==> src/rtl/tcce_ram.sv <==
module tcce_ram #(
  parameter int Width = 8,
  parameter int Depth = 16,
  localparam int AddrW = (Depth > 1) ? $clog2(Depth) : 1
) (
  input  logic                  clk_i,
  input  logic                  we_i,
  input  logic [AddrW-1:0]      waddr_i,
  input  logic [Width-1:0]      wdata_i,
  input  logic [AddrW-1:0]      raddr_i,
  output logic [Width-1:0]      rdata_o
);

  logic [Width-1:0] mem_q [Depth];

  always_ff @(posedge clk_i) begin
    if (we_i) begin
      mem_q[waddr_i] <= wdata_i;
    end
    rdata_o <= mem_q[raddr_i];
  end

endmodule

==> config.mk <==
export PLATFORM = sky130hd
export DESIGN_NAME = tcce_ram
export DESIGN_NICKNAME = d
export VERILOG_FILES = /design/src/rtl/tcce_ram.sv
export SDC_FILE = /design/constraint.sdc
export NUM_CORES = 1
export LEC_CHECK = 0
export BUFFER_PORTS_ARGS = -buffer_cell sky130_fd_sc_hd__buf_2
export CAP_MARGIN = 40
export CORE_ASPECT_RATIO = 1.25
export CORE_MARGIN = 2
export CORE_UTILIZATION = 54
export CTS_BUF_LIST = sky130_fd_sc_hd__clkbuf_16
export CTS_CLUSTER_SIZE = 24
export DETAILED_ROUTE_END_ITERATION = 6
export HOLD_SLACK_MARGIN = 0.1
export PLACE_DENSITY = 0.74
export SLEW_MARGIN = 40
export SYNTH_ARGS = -nofsm -noshare
export SYNTH_HDL_FRONTEND = slang
export SYNTH_SLANG_ARGS = --single-unit
==> constraint.sdc <==
create_clock -name clk_i -period 1.87 [get_ports clk_i]
set_input_delay 0.374 -clock clk_i [delete_from_list [all_inputs] [get_ports clk_i]]
set_output_delay 0.374 -clock clk_i [all_outputs]
set_load 0.02 [all_outputs]
======== After elaboration in Yosys (flattened, before gate mapping) ========
Memories as Yosys holds them, arrays and structs flattened. A register that Yosys moved wholly into a read port is not among the register bits.
Cells that the tools add are included.
cells by class
  mux-type cells .......................... 2
operator list
  cell    number
  $mux 1  2
storage, ports and cells
  register bits after elaboration ......... 0
  memory bits (writable) .................. 128
  output and inout port bits .............. 8
  memories ................................ 1
memory list
  memory  depth  width  rd ports  clocked after Yosys merged registers in  wr ports  line  text
  mem_q   16     8      1         1                                        1         14    logic [Width-1:0] mem_q [Depth];

======== Depth between registers and ports, before layout ========
  depth after elaboration ................. 2
  mapped depth ............................ 5
  gate-level depth less buffers ........... 3

======== Worst setup path before layout ========
No wires, ideal clock.
  kind .................................... input-to-reg
  start point ............................. in waddr_i[2]
  end point ............................... mem mem_q[0][0], enable pin
  setup time .............................. 0.383 ns
  arrival time ............................ 1.484 ns
  required time ........................... 1.487 ns
  setup slack ............................. 0.003 ns
  stages on the path ...................... 2
  buffers on the path ..................... 0
  cell sequence ........................... or3b_2 nor3_1
RTL lines
  element          line  text
  start, declared  8     input logic [AddrW-1:0] waddr_i,
  end, declared    14
Straight into the memory's write port.

==> metrics.md <==
| Metric | Value |
|---|---|
| Status | completed |
| Cells after Synth | 229 |
| Top cell type's share of synthesized area | 0.7467 |
| Power Density | 1132 nW/µm² |
| Core area | 9223 µm² |
| Crit-path max FO | 26 |
| Ys Warns | 0 |
| Port bufs | 25 |
| Setup tns final | 0 ps |
| CTS tree | yes |
| Cell Area, Placed | 5553 µm² |
| Clock-pin slew on the worst setup and hold paths | 50 ps |
| Mapped Nets | 247 |
| Die width | 91.33 µm |
| Slew Limit Fails | 0 |
| Post-DP HPWL | 6.175 mm |
| Area leader, netlist | edfxtp_1 |
| Post_cts resized | 0 |
| Post-layout min period | 1362 ps |
| Gr usage total | 0.2037 |
| Number of CTS-inserted buffers | 17 |
| Synthesis-to-layout area growth | 18.89% |
| FP Rows | 39 |
| DR vias/cell | 5.757 |
| Max-cap check violation count | 0 |
| Internal Power | 5597 µW |
| RSZ-0062 raised after global routing | false |
| Worst vdd ir | 0.0006480 V |
| Die Span Y | 113.2 µm |
| Wire length of the first global-routing pass | 14.67 mm |
| P_leak | 0.002121 µW |
| Placed cell count | 392 |
| Sw Share | 0.1920 |
| Critical path startpoint category | input port |
| Post-route cell area | 6120 µm² |
| Share of cells above drive strength 1 | 0.3123 |
| Fin nets | 306 |
| Sequential Power Share | 0.495 |
| # Post-CTS Setup Buffers | 0 |
| Longest Clk Path Bufs | 2 |
| # diodes | 0 |
| Drt wl/cell | 21.96 µm |
| Combinational share of power | 0.049 |
| WHS | 342.7 ps |
| Clock Sinks | 136 |
| Worst EP arrival | 1660 ps |
| Clk_lat worst skew | 410 ps |
| Antenna viol nets, final | 0 |
| Post-Syn Area | 5147 µm² |
| Skew final | 11.32 ps |
| DR vias | 2441 |
| Max_slew headroom | 0.7390 |
| # DRC | 0 |
| DR pass1 iterations | 4 |
| Drt initial violations | 288 |
| Largest net degree at the start of global routing | 27 |
| Final setup fails | 0 |
| Critical Path Sink Type | flip-flop |
| Worst-margin pin slew | 391.5 ps |
| Total wire length | 9.309 mm |
| CP required | 2160 ps |
| Synth top area cells | edfxtp_1, mux4_2, mux4_1 |
| Number of global-route vias before repair | 2581 |
| Syn avg cell area | 22.48 µm² |
| Hold Violations, Final | 0 |
| GPL Wtd Cong | 0.7564 |
| Die area | 10330 µm² |
| Htree depth | 4 |
| WS Path Type | input port to flip-flop |
| Psw | 1330 µW |
| Clk pwr share | 0.456 |
| Period utilization | 0.7282 |
| Starting Density | 0.5581 |
| Distinct cells, synth | 19 |
| Sequential element share of the synthesized area | 0.7778 |
| Min-delay worst type | input port to flip-flop |
| Achievable Freq | 0.7344 GHz |
| Antenna violations before repair | 0 |
| Overflow after GRT | 0 |
| Root Driver | clkbuf_16 |
| IO Pins | 26 |
| Final Non-Filler Cells | 424 |
| Hold buffer count at CTS | 0 |
| #FFs+latches synth | 136 |
[Yosys cell counts]
cell type	instances
nand2_1	9
nand2b_1	2
mux4_2	18
a22oi_1	16
and2b_1	1
nand3b_1	2
buf_4	1
and2_1	1
clkdlybuf4s25_2	3
mux4_1	14
nor2b_1	1
nand3_1	1
nor2_1	13
nor3_1	4
buf_6	3
or3b_2	1
edfxtp_1	128
buf_2	3
dfxtp_1	8
[placed cells by master (no fill, tap or decap), drive strengths merged]
cell	instances
bufinv	3
inv	1
and2	1
and2b	1
buf	50
or3b	1
nor3	4
nor2b	1
nand3	1
nand3b	2
mux4	32
clkinv	11
a22oi	16
nand2b	2
clkbuf	17
nand2	9
dfxtp	8
edfxtp	128
nor2	13
[registers in the layout (all words and copies together) (netlist names)]
register,cells
mem_q,128
rdata_o,8
[final cells by class]
type	count	area, µm²
flip-flops and latches	136	4004
fillers	586	3103
multi-input cells	83	1057
repair buffers	50	337.8
well taps	123	153.9
clock buffers	17	425.4
clock inverters	15	141.4
[metal layers]
metal  track usage  share of wire
met4        0.1131          0.027
met2        0.3279           0.52
met1        0.2575           0.40
met5             0              0
met3       0.04927          0.053
[path summary, 6_finish.rpt]
| check | start | to | slack, ps | depth (start not counted) |
|---|---|---|---|---|
| setup reg to reg | mem_q[1][1]$_DFFE_PP_ | rdata_o[1]$_DFF_P_ | 510 | 3 |
| setup / recovery | raddr_i[0] | rdata_o[1]$_DFF_P_ | 510 | 5 |
| hold / removal | wdata_i[6] | mem_q[4][6]$_DFFE_PP_ | 340 | 1 |
| hold reg to reg | mem_q[12][7]$_DFFE_PP_ | rdata_o[7]$_DFF_P_ | 670 | 3 |
[worst max-delay path, stage by stage]
cell     delay (ps)
buf_2           110
buf_12          210
mux4_1          600
a22oi_1         270
nand2_1          80
[logic make-up (layout without fill, tap and decap cells)]
family / count (synthesis) / after routing / synth area share
buffers and inverters: 10 / 82 / 0.01677
flip-flops: 136 / 136 / 0.7778
AO/OA/AOI/OAI: 16 / 16 / 0.02334
multiplexers: 32 / 32 / 0.1502
AND/OR/NAND/NOR: 35 / 35 / 0.03184
[power by group through the flow]
stage	clock network, µW	logic [µW]	registers [µW]
2_1_floorplan	0	173	3510
3_3_place_gp	0	330	3490
3_5_place_dp	0	340	3490
4_1_cts	3200	341	3430
5_1_grt	3320	365	3430
6_report	3160	336	3430
[through the flow]
| step | utilization | worst slack [ps] | total power, µW |
|---|---|---|---|
| after detailed placement | 0.6021 | 71.06 | 3833 |
| after floorplan | - | 3.126 | 3684 |
| after CTS | 0.6635 | 505.3 | 6972 |
| final | 0.6635 | 508.3 | 6927 |
| after global routing | 0.6635 | 415.7 | 7124 |
| after global placement | 0.6021 | 94.08 | 3818 |
Power figures use the tool's default switching activity.
