==> src/rtl/tcce_pkg.sv <==
package tcce_pkg;

  localparam int DEF_MAX_CELLS = 16384;

  // Wide enough for any cursor target or screen size the block can produce.
  localparam int TGT_W = 17;
  localparam int CHAR_W = 8;
  localparam int COLOR_W = 24;
  localparam int CELL_W = CHAR_W + 2 * COLOR_W;
  localparam int DIM_W = 8;

  localparam logic [CHAR_W-1:0] BLANK_CHAR = 8'h20;
  localparam logic [COLOR_W-1:0] RESET_FG = 24'hFFFFFF;
  localparam logic [COLOR_W-1:0] RESET_BG = 24'h000000;
  localparam logic [CELL_W-1:0] BLANK_CELL = {BLANK_CHAR, RESET_FG, RESET_BG};
  localparam int TAB_STEP = 4;

  localparam logic [CHAR_W-1:0] CH_TAB = 8'd9;
  localparam logic [CHAR_W-1:0] CH_LF = 8'd10;
  localparam logic [CHAR_W-1:0] CH_VT = 8'd11;
  localparam logic [CHAR_W-1:0] CH_CR = 8'd13;

  localparam logic [1:0] REG_COLUMNS = 2'd0;
  localparam logic [1:0] REG_ROWS = 2'd1;
  localparam logic [1:0] REG_FG = 2'd2;
  localparam logic [1:0] REG_BG = 2'd3;

  typedef enum logic [1:0] {
    REQ_PRINT  = 2'd0,
    REQ_SETPOS = 2'd1,
    REQ_CLEAR  = 2'd2,
    REQ_NONE   = 2'd3
  } req_e;

  typedef enum logic [3:0] {
    S_INIT, S_IDLE, S_GEOW, S_GEOM, S_COLW, S_PLACE, S_PDIV,
    S_PMUL, S_PFIX, S_COPYR, S_COPYW, S_BLANK, S_RD, S_RDW
  } state_e;

  typedef struct packed {
    logic              start;
    logic [TGT_W-1:0]  dividend;
    logic [DIM_W-1:0]  divisor;
  } div_req_t;

endpackage

==> src/rtl/tcce_div.sv <==
module tcce_div import tcce_pkg::*; (
  input  logic              clk_i,
  input  logic              rst_ni,
  input  div_req_t          req_i,
  output logic              done_o,
  output logic [TGT_W-1:0]  quot_o,
  output logic [DIM_W-1:0]  rem_o
);
  localparam int CntW = $clog2(TGT_W);

  logic              busy_q;
  logic              done_q;
  logic [CntW-1:0]   cnt_q;
  logic [TGT_W-1:0]  dvd_q;
  logic [DIM_W-1:0]  rem_q;
  logic [DIM_W-1:0]  dvs_q;
  logic [DIM_W:0]    shifted;
  logic [DIM_W:0]    diff;
  logic              ge;

  // One quotient bit per cycle; the remainder always stays below the divisor.
  always_comb begin
    shifted = {rem_q, dvd_q[TGT_W-1]};
    ge = (shifted >= {1'b0, dvs_q});
    diff = shifted - {1'b0, dvs_q};
  end

  always_ff @(posedge clk_i or negedge rst_ni) begin
    if (!rst_ni) begin
      busy_q <= 1'b0;
      done_q <= 1'b0;
      cnt_q <= '0;
    end else begin
      done_q <= 1'b0;
      if (req_i.start) begin
        busy_q <= 1'b1;
        cnt_q <= '0;
      end else if (busy_q) begin
        cnt_q <= cnt_q + CntW'(1);
        if (cnt_q == CntW'(TGT_W - 1)) begin
          busy_q <= 1'b0;
          done_q <= 1'b1;
        end
      end
    end
  end

  always_ff @(posedge clk_i) begin
    if (req_i.start) begin
      dvd_q <= req_i.dividend;
      dvs_q <= req_i.divisor;
      rem_q <= '0;
    end else if (busy_q) begin
      dvd_q <= {dvd_q[TGT_W-2:0], ge};
      rem_q <= ge ? diff[DIM_W-1:0] : shifted[DIM_W-1:0];
    end
  end

  assign done_o = done_q;
  assign quot_o = dvd_q;
  assign rem_o = rem_q;

endmodule

==> config.mk <==
export PLATFORM = sky130hd
export DESIGN_NAME = tcce_div
export DESIGN_NICKNAME = d
export VERILOG_FILES = /design/src/rtl/tcce_pkg.sv /design/src/rtl/tcce_div.sv
export SDC_FILE = /design/constraint.sdc
export NUM_CORES = 1
export LEC_CHECK = 0
export ABC_CLOCK_PERIOD_IN_PS = 2500
export BUFFER_PORTS_ARGS = -buffer_cell sky130_fd_sc_hd__buf_4
export CAP_MARGIN = 0
export CORE_MARGIN = 4
export CORE_UTILIZATION = 52
export DETAILED_ROUTE_END_ITERATION = 7
export PLACE_DENSITY = 0.79
export RECOVER_POWER = 50
export SYNTH_ARGS = -nofsm -noshare
export SYNTH_HDL_FRONTEND = slang
export SYNTH_SLANG_ARGS = --single-unit
export TNS_END_PERCENT = 50
==> constraint.sdc <==
create_clock -name clk_i -period 2.5 [get_ports clk_i]
set_input_delay 0.5 -clock clk_i [delete_from_list [all_inputs] [get_ports clk_i]]
set_output_delay 0.5 -clock clk_i [all_outputs]
set_load 0.05 [all_outputs]
### After elaboration in Yosys (flattened, before gate mapping)

Index checks and enable logic that the tools add are counted.

* muxes and demuxes: 11
* shifts and indexed selects: 0
* bitwise gates (word level): 0
* reduce and logical (&&, ||, !) cells: 1
* add/subtract/negate cells: 2
* equal/unequal tests: 1
* div/mod/pow operators: 0
* $lt $le $gt $ge: 1
* multiply operators: 0

Operator list (count)
* 17-bit 2-to-1 mux: 2
* 5-bit 2-to-1 mux: 2
* 9-bit by 8-bit greater-or-equal comparator with 1-bit output: 1
* 8-bit 2-to-1 mux: 1
* 8-bit subtractor: 1
* 1-bit 2-to-1 mux: 6
* 5-bit by 1-bit adder with 5-bit output (second input constant): 1
* 5-bit == test (second input constant): 1
* 2-bit nonzero test: 1

* bits in latches: 0
* bits in read-only memories: 0
* input bits: 28
* output and inout port bits: 26
* bits in writable memories: 0
* register bits after elaboration: 40
* word-level logic and storage cells: 22
* memories: 0

### Longest topological paths before layout

* word-level depth: 4
* depth in mapped cells: 8
* gate-level depth less buffers: 8

### Worst setup path before layout

OpenSTA, ideal clock, no wires.

* kind: reg2reg
* from: register dvd_q[16], in the netlist quot_o[16]
* to: register rem_q[6], in the netlist rem_o[6]
* slack: 0.403 ns
* library setup time: 0.122 ns
* buffers on the path: 0
* data arrival time: 1.975 ns
* clock period less this slack: 2.097 ns
* stages on the path, launching flop included: 9
* path through: edfxtp_1 inv_1 ha_1 fa_1 nor2b_1 o211ai_1 mux2i_1 nor3_1 o31ai_1

* word-level cells in the longest chain between the ends: 2

Ends and longest elaborated chain
* from (decl): line tcce_div.sv:14 `logic [TGT_W-1:0] dvd_q;`
* from (signal assigned): line tcce_div.sv:50 `dvd_q <= req_i.dividend;`
* from (signal assigned): line tcce_div.sv:54 `dvd_q <= {dvd_q[TGT_W-2:0], ge};`
* 8-bit subtractor or 9-bit by 8-bit greater-or-equal comparator with 1-bit output (tied branches): line tcce_div.sv:25, tcce_div.sv:24
* 8-bit 2-to-1 mux (*): line tcce_div.sv:55 `rem_q <= ge ? diff[DIM_W-1:0] : shifted[DIM_W-1:0];`
* to (signal assigned): line tcce_div.sv:55
* to (decl): line tcce_div.sv:15 `logic [DIM_W-1:0] rem_q;`

Every way passes the cells marked *; elsewhere a longest branch is shown, timed or not.
A chain may end at the register's enable or synchronous reset.

### Final worst setup path

* from: register rem_q[5], in the netlist rem_o[5]
* to: register rem_q[2], in the netlist rem_o[2]

* word-level cells in the longest chain between the ends: 2

Ends and longest elaborated chain
* 9-bit by 8-bit greater-or-equal comparator with 1-bit output: line tcce_div.sv:24 `ge = (shifted >= {1'b0, dvs_q});`
* 8-bit 2-to-1 mux: line tcce_div.sv:55

No other way between the ends.

==> impl_results.md <==
- Leak: 1.12 nW
- Initial Utilization: 55.0%
- Clock-pin slew on the worst setup and hold paths: 0.07 ns
- Final setup fails: 0
- Clock Latency Late Sink: 0.28 ns
- Kind of critical path: flip-flop to flip-flop
- Crit Path Max Fanout: 14
- Max-Cap Viols: 0
- CTS Buf Count: 5
- Area Growth Syn to Fin: 24.3%
- Layout Utilization: 68.4%
- NumNets Final: 270
- Largest area contributor in the netlist: edfxtp_1
- WL/cell: 15.5 µm
- DR vias/cell: 5.40
- Die width: 71.0 µm
- Initial DRC count: 87
- Area contributors post-synth: edfxtp_1 36%, mux2_2 8.7%, dfrtp_1 8.5%, dfxtp_1 7.8%, ha_1 6.1%
- PwrDens: 957 nW/µm²
- Max-slew violation count: 0
- Internal power: 1.43 mW
- Sum of negative setup slack: 0 ns
- H-tree Lvls: 2
- Overall Global Routing Usage: 18.3%
- Layout cell share with drive strength beyond 1: 33.6%
- FF+latch count, synth: 40
- Syn avg cell area: 11.8 µm²
- Clk sinks: 40
- Cell Rows: 22
- Fin crit period: 2.09 ns
- Seq/Total Area, Yosys: 52.7%
- Worst Hold Class: input port to asynchronous set/reset pin
- First-pass GRT wire length: 7200 µm
- DRC: 0
- Post-CTS sizing: 0
- CTS max path bufs: 2
- Placer's final routability congestion estimate: 0.989
- Total number of vias: 1,511
- Rel. slew slack: 58.9%
- Sequential share of power: 37.3%
- Placed cell areas: 2500 µm²
- Vias in the first global route: 1,574
- Clock Power Share: 16.1%
- Antenna diode count: 0
- Skew final: 0.00314 ns
- Io pins: 54
- Initial antenna violation count: 0
- Setup Buffers After CTS: 0
- Kind of end point of the critical path: flip-flop
- GRT Residual Overflow: 0
- Final Cell Area: 2560 µm²
- CTS tree: yes
- Post-synthesis cell count: 175
- ANT nets after route: 0
- Largest net degree at the start of global routing: 37
- Crit path DAT: 2.29 ns
- Synth unique cells: 41
- Die Area: 5030 µm²
- RSZ-0062 raised after global routing: false
- Pre-Repair DR Iteration Count: 4
- Sw Ratio: 41.6%
- Final WL: 4350 µm
- Synth warn: 0
- Hold_buf cts: 0
- Switching Power: 1.02 mW
- Fin crit share: 83.7%
- Measured slew at the worst slew-check pin: 0.616 ns
- F_max: 478 MHz
- Core area: 3740 µm²
- Area share of the largest cell type after synthesis: 36.4%
- Die H: 71.0 µm
- Cell Area, Synth: 2060 µm²
- I/O Buffers: 53
- Req. time, crit path: 2.70 ns
- Root buf cell: clkbuf_8
- Power share of the combinational group: 46.6%
- Final Hold Viols: 0
- Worst VDD drop: 462 µV
- Status: completed
- Syn Nets: 214
- Detail Placement HPWL: 3420 µm
- Crit path launch type: flip-flop
routing by layer:
layer	vias to the layer above	GRT usage (%)	part of all wire, %	routed length [µm]
met5	-	0	0	0
met4	0	7.52	2.1	91
met3	12	4.12	4.9	213
met2	56	31.2	51	2240
met1	704	22.2	42	1800
li1	739	-	-	-
Yosys cell counts, drive strengths merged:
cell type,n
edfxtp,25
inv,16
mux2,16
nor2,15
ha,10
nand2,9
dfxtp,8
o21ai,8
dfrtp,7
a21oi,5
buf,5
mux2i,5
nor2b,5
nand2b,4
xnor2,4
xor2,4
a211oi,3
a32oi,3
nand3,3
or2,3
nand4,2
o31ai,2
a21o,1
a221oi,1
a311oi,1
a31oi,1
and3,1
fa,1
nand4bb,1
nor3,1
nor3b,1
o211ai,1
o221ai,1
o311ai,1
or3,1
worst max-delay path, cell delays in order, from the launching register on:
cell,delay [ns]
dfxtp_1,0.36
ha_1,0.41
a21oi_2,0.24
o221ai_2,0.13
a21oi_2,0.48
mux2i_1,0.16
a211oi_1,0.24
cell families (layout without fill, tap and decap cells):
| family | after synthesis | count (layout) | share of synthesized area (%) |
|---|---|---|---|
| adder cells (fa/ha/maj) | 11 | 11 | 7.04 |
| AND/OR/NAND/NOR | 46 | 46 | 11.2 |
| multiplexers | 21 | 21 | 11.2 |
| AO/OA/AOI/OAI | 28 | 28 | 10.1 |
| flip-flops | 40 | 40 | 52.7 |
| buffers and inverters | 21 | 78 | 4.31 |
| XOR/XNOR | 8 | 8 | 3.40 |
final timing paths:
check | start | to | slack (ns) | depth (start not counted)
max | rem_o[5] | rem_o[2] | 0.41 | 6
min | rst_ni | busy_q | 0.1 | 1
max reg2reg | rem_o[5] | rem_o[2] | 0.41 | 6
min reg2reg | rem_o[4] | rem_o[4] | 0.51 | 2
max in group asynchronous | rst_ni | cnt_q[0] | 2.14 | 1
min in group clk_i | req_i[7] | dvs_q[7] | 0.41 | 1
state kept, by name (all words and copies together), names as in the netlist:
register	cells
quot_o	17
busy_q	1
dvs_q	8
done_o	1
rem_o	8
cnt_q	5
power groups by stage:
stage | Combinational, mW | Clock, mW | Sequential [mW]
after floorplan | 0.554 | 0 | 1.21
after global placement | 1.10 | 0 | 0.914
after detailed placement | 1.14 | 0 | 0.926
after CTS | 1.14 | 0.408 | 0.912
after global routing | 1.23 | 0.432 | 0.929
final | 1.14 | 0.395 | 0.915
metrics by stage:
step	cells	worst slack [ns]	hold slack, ns	power, mW
floorplan	175	0.403	0.204	1.77
global placement	272	0.555	0.312	2.02
detailed placement	272	0.460	0.317	2.07
CTS	280	0.439	0.0130	2.46
global route	280	0.271	0.130	2.59
finish	280	0.407	0.0987	2.45
area by class of cell:
type	count	area, µm²
Inverter	16	60.1
Timing Repair Buffer	54	390
Clock inverter	1	3.75
Sequential cell	40	1090
Clock buffer	7	76.3
Fill cell	307	1180
Tap cell	48	60.1
Multi-Input combinational cell	114	886
layout by cell type, fill, tap and decap left out, types with 2 or more instances in the layout:
master,n
xnor2_1,4
edfxtp_1,25
nor2_1,15
o21ai_1,5
o21ai_0,3
mux2_2,16
o31ai_1,2
mux2i_1,5
a21oi_2,3
nand2_1,8
nand4_1,2
a211oi_1,3
dfrtp_1,7
nand3_1,3
or2_1,2
clkbuf_8,5
xor2_1,4
nand2b_1,4
nor2b_1,5
dfxtp_1,8
clkbuf_4,8
inv_1,16
buf_4,42
a21oi_1,2
ha_1,10
clkbuf_1,6
a32oi_1,3
Power figures use the tool's default switching activity.
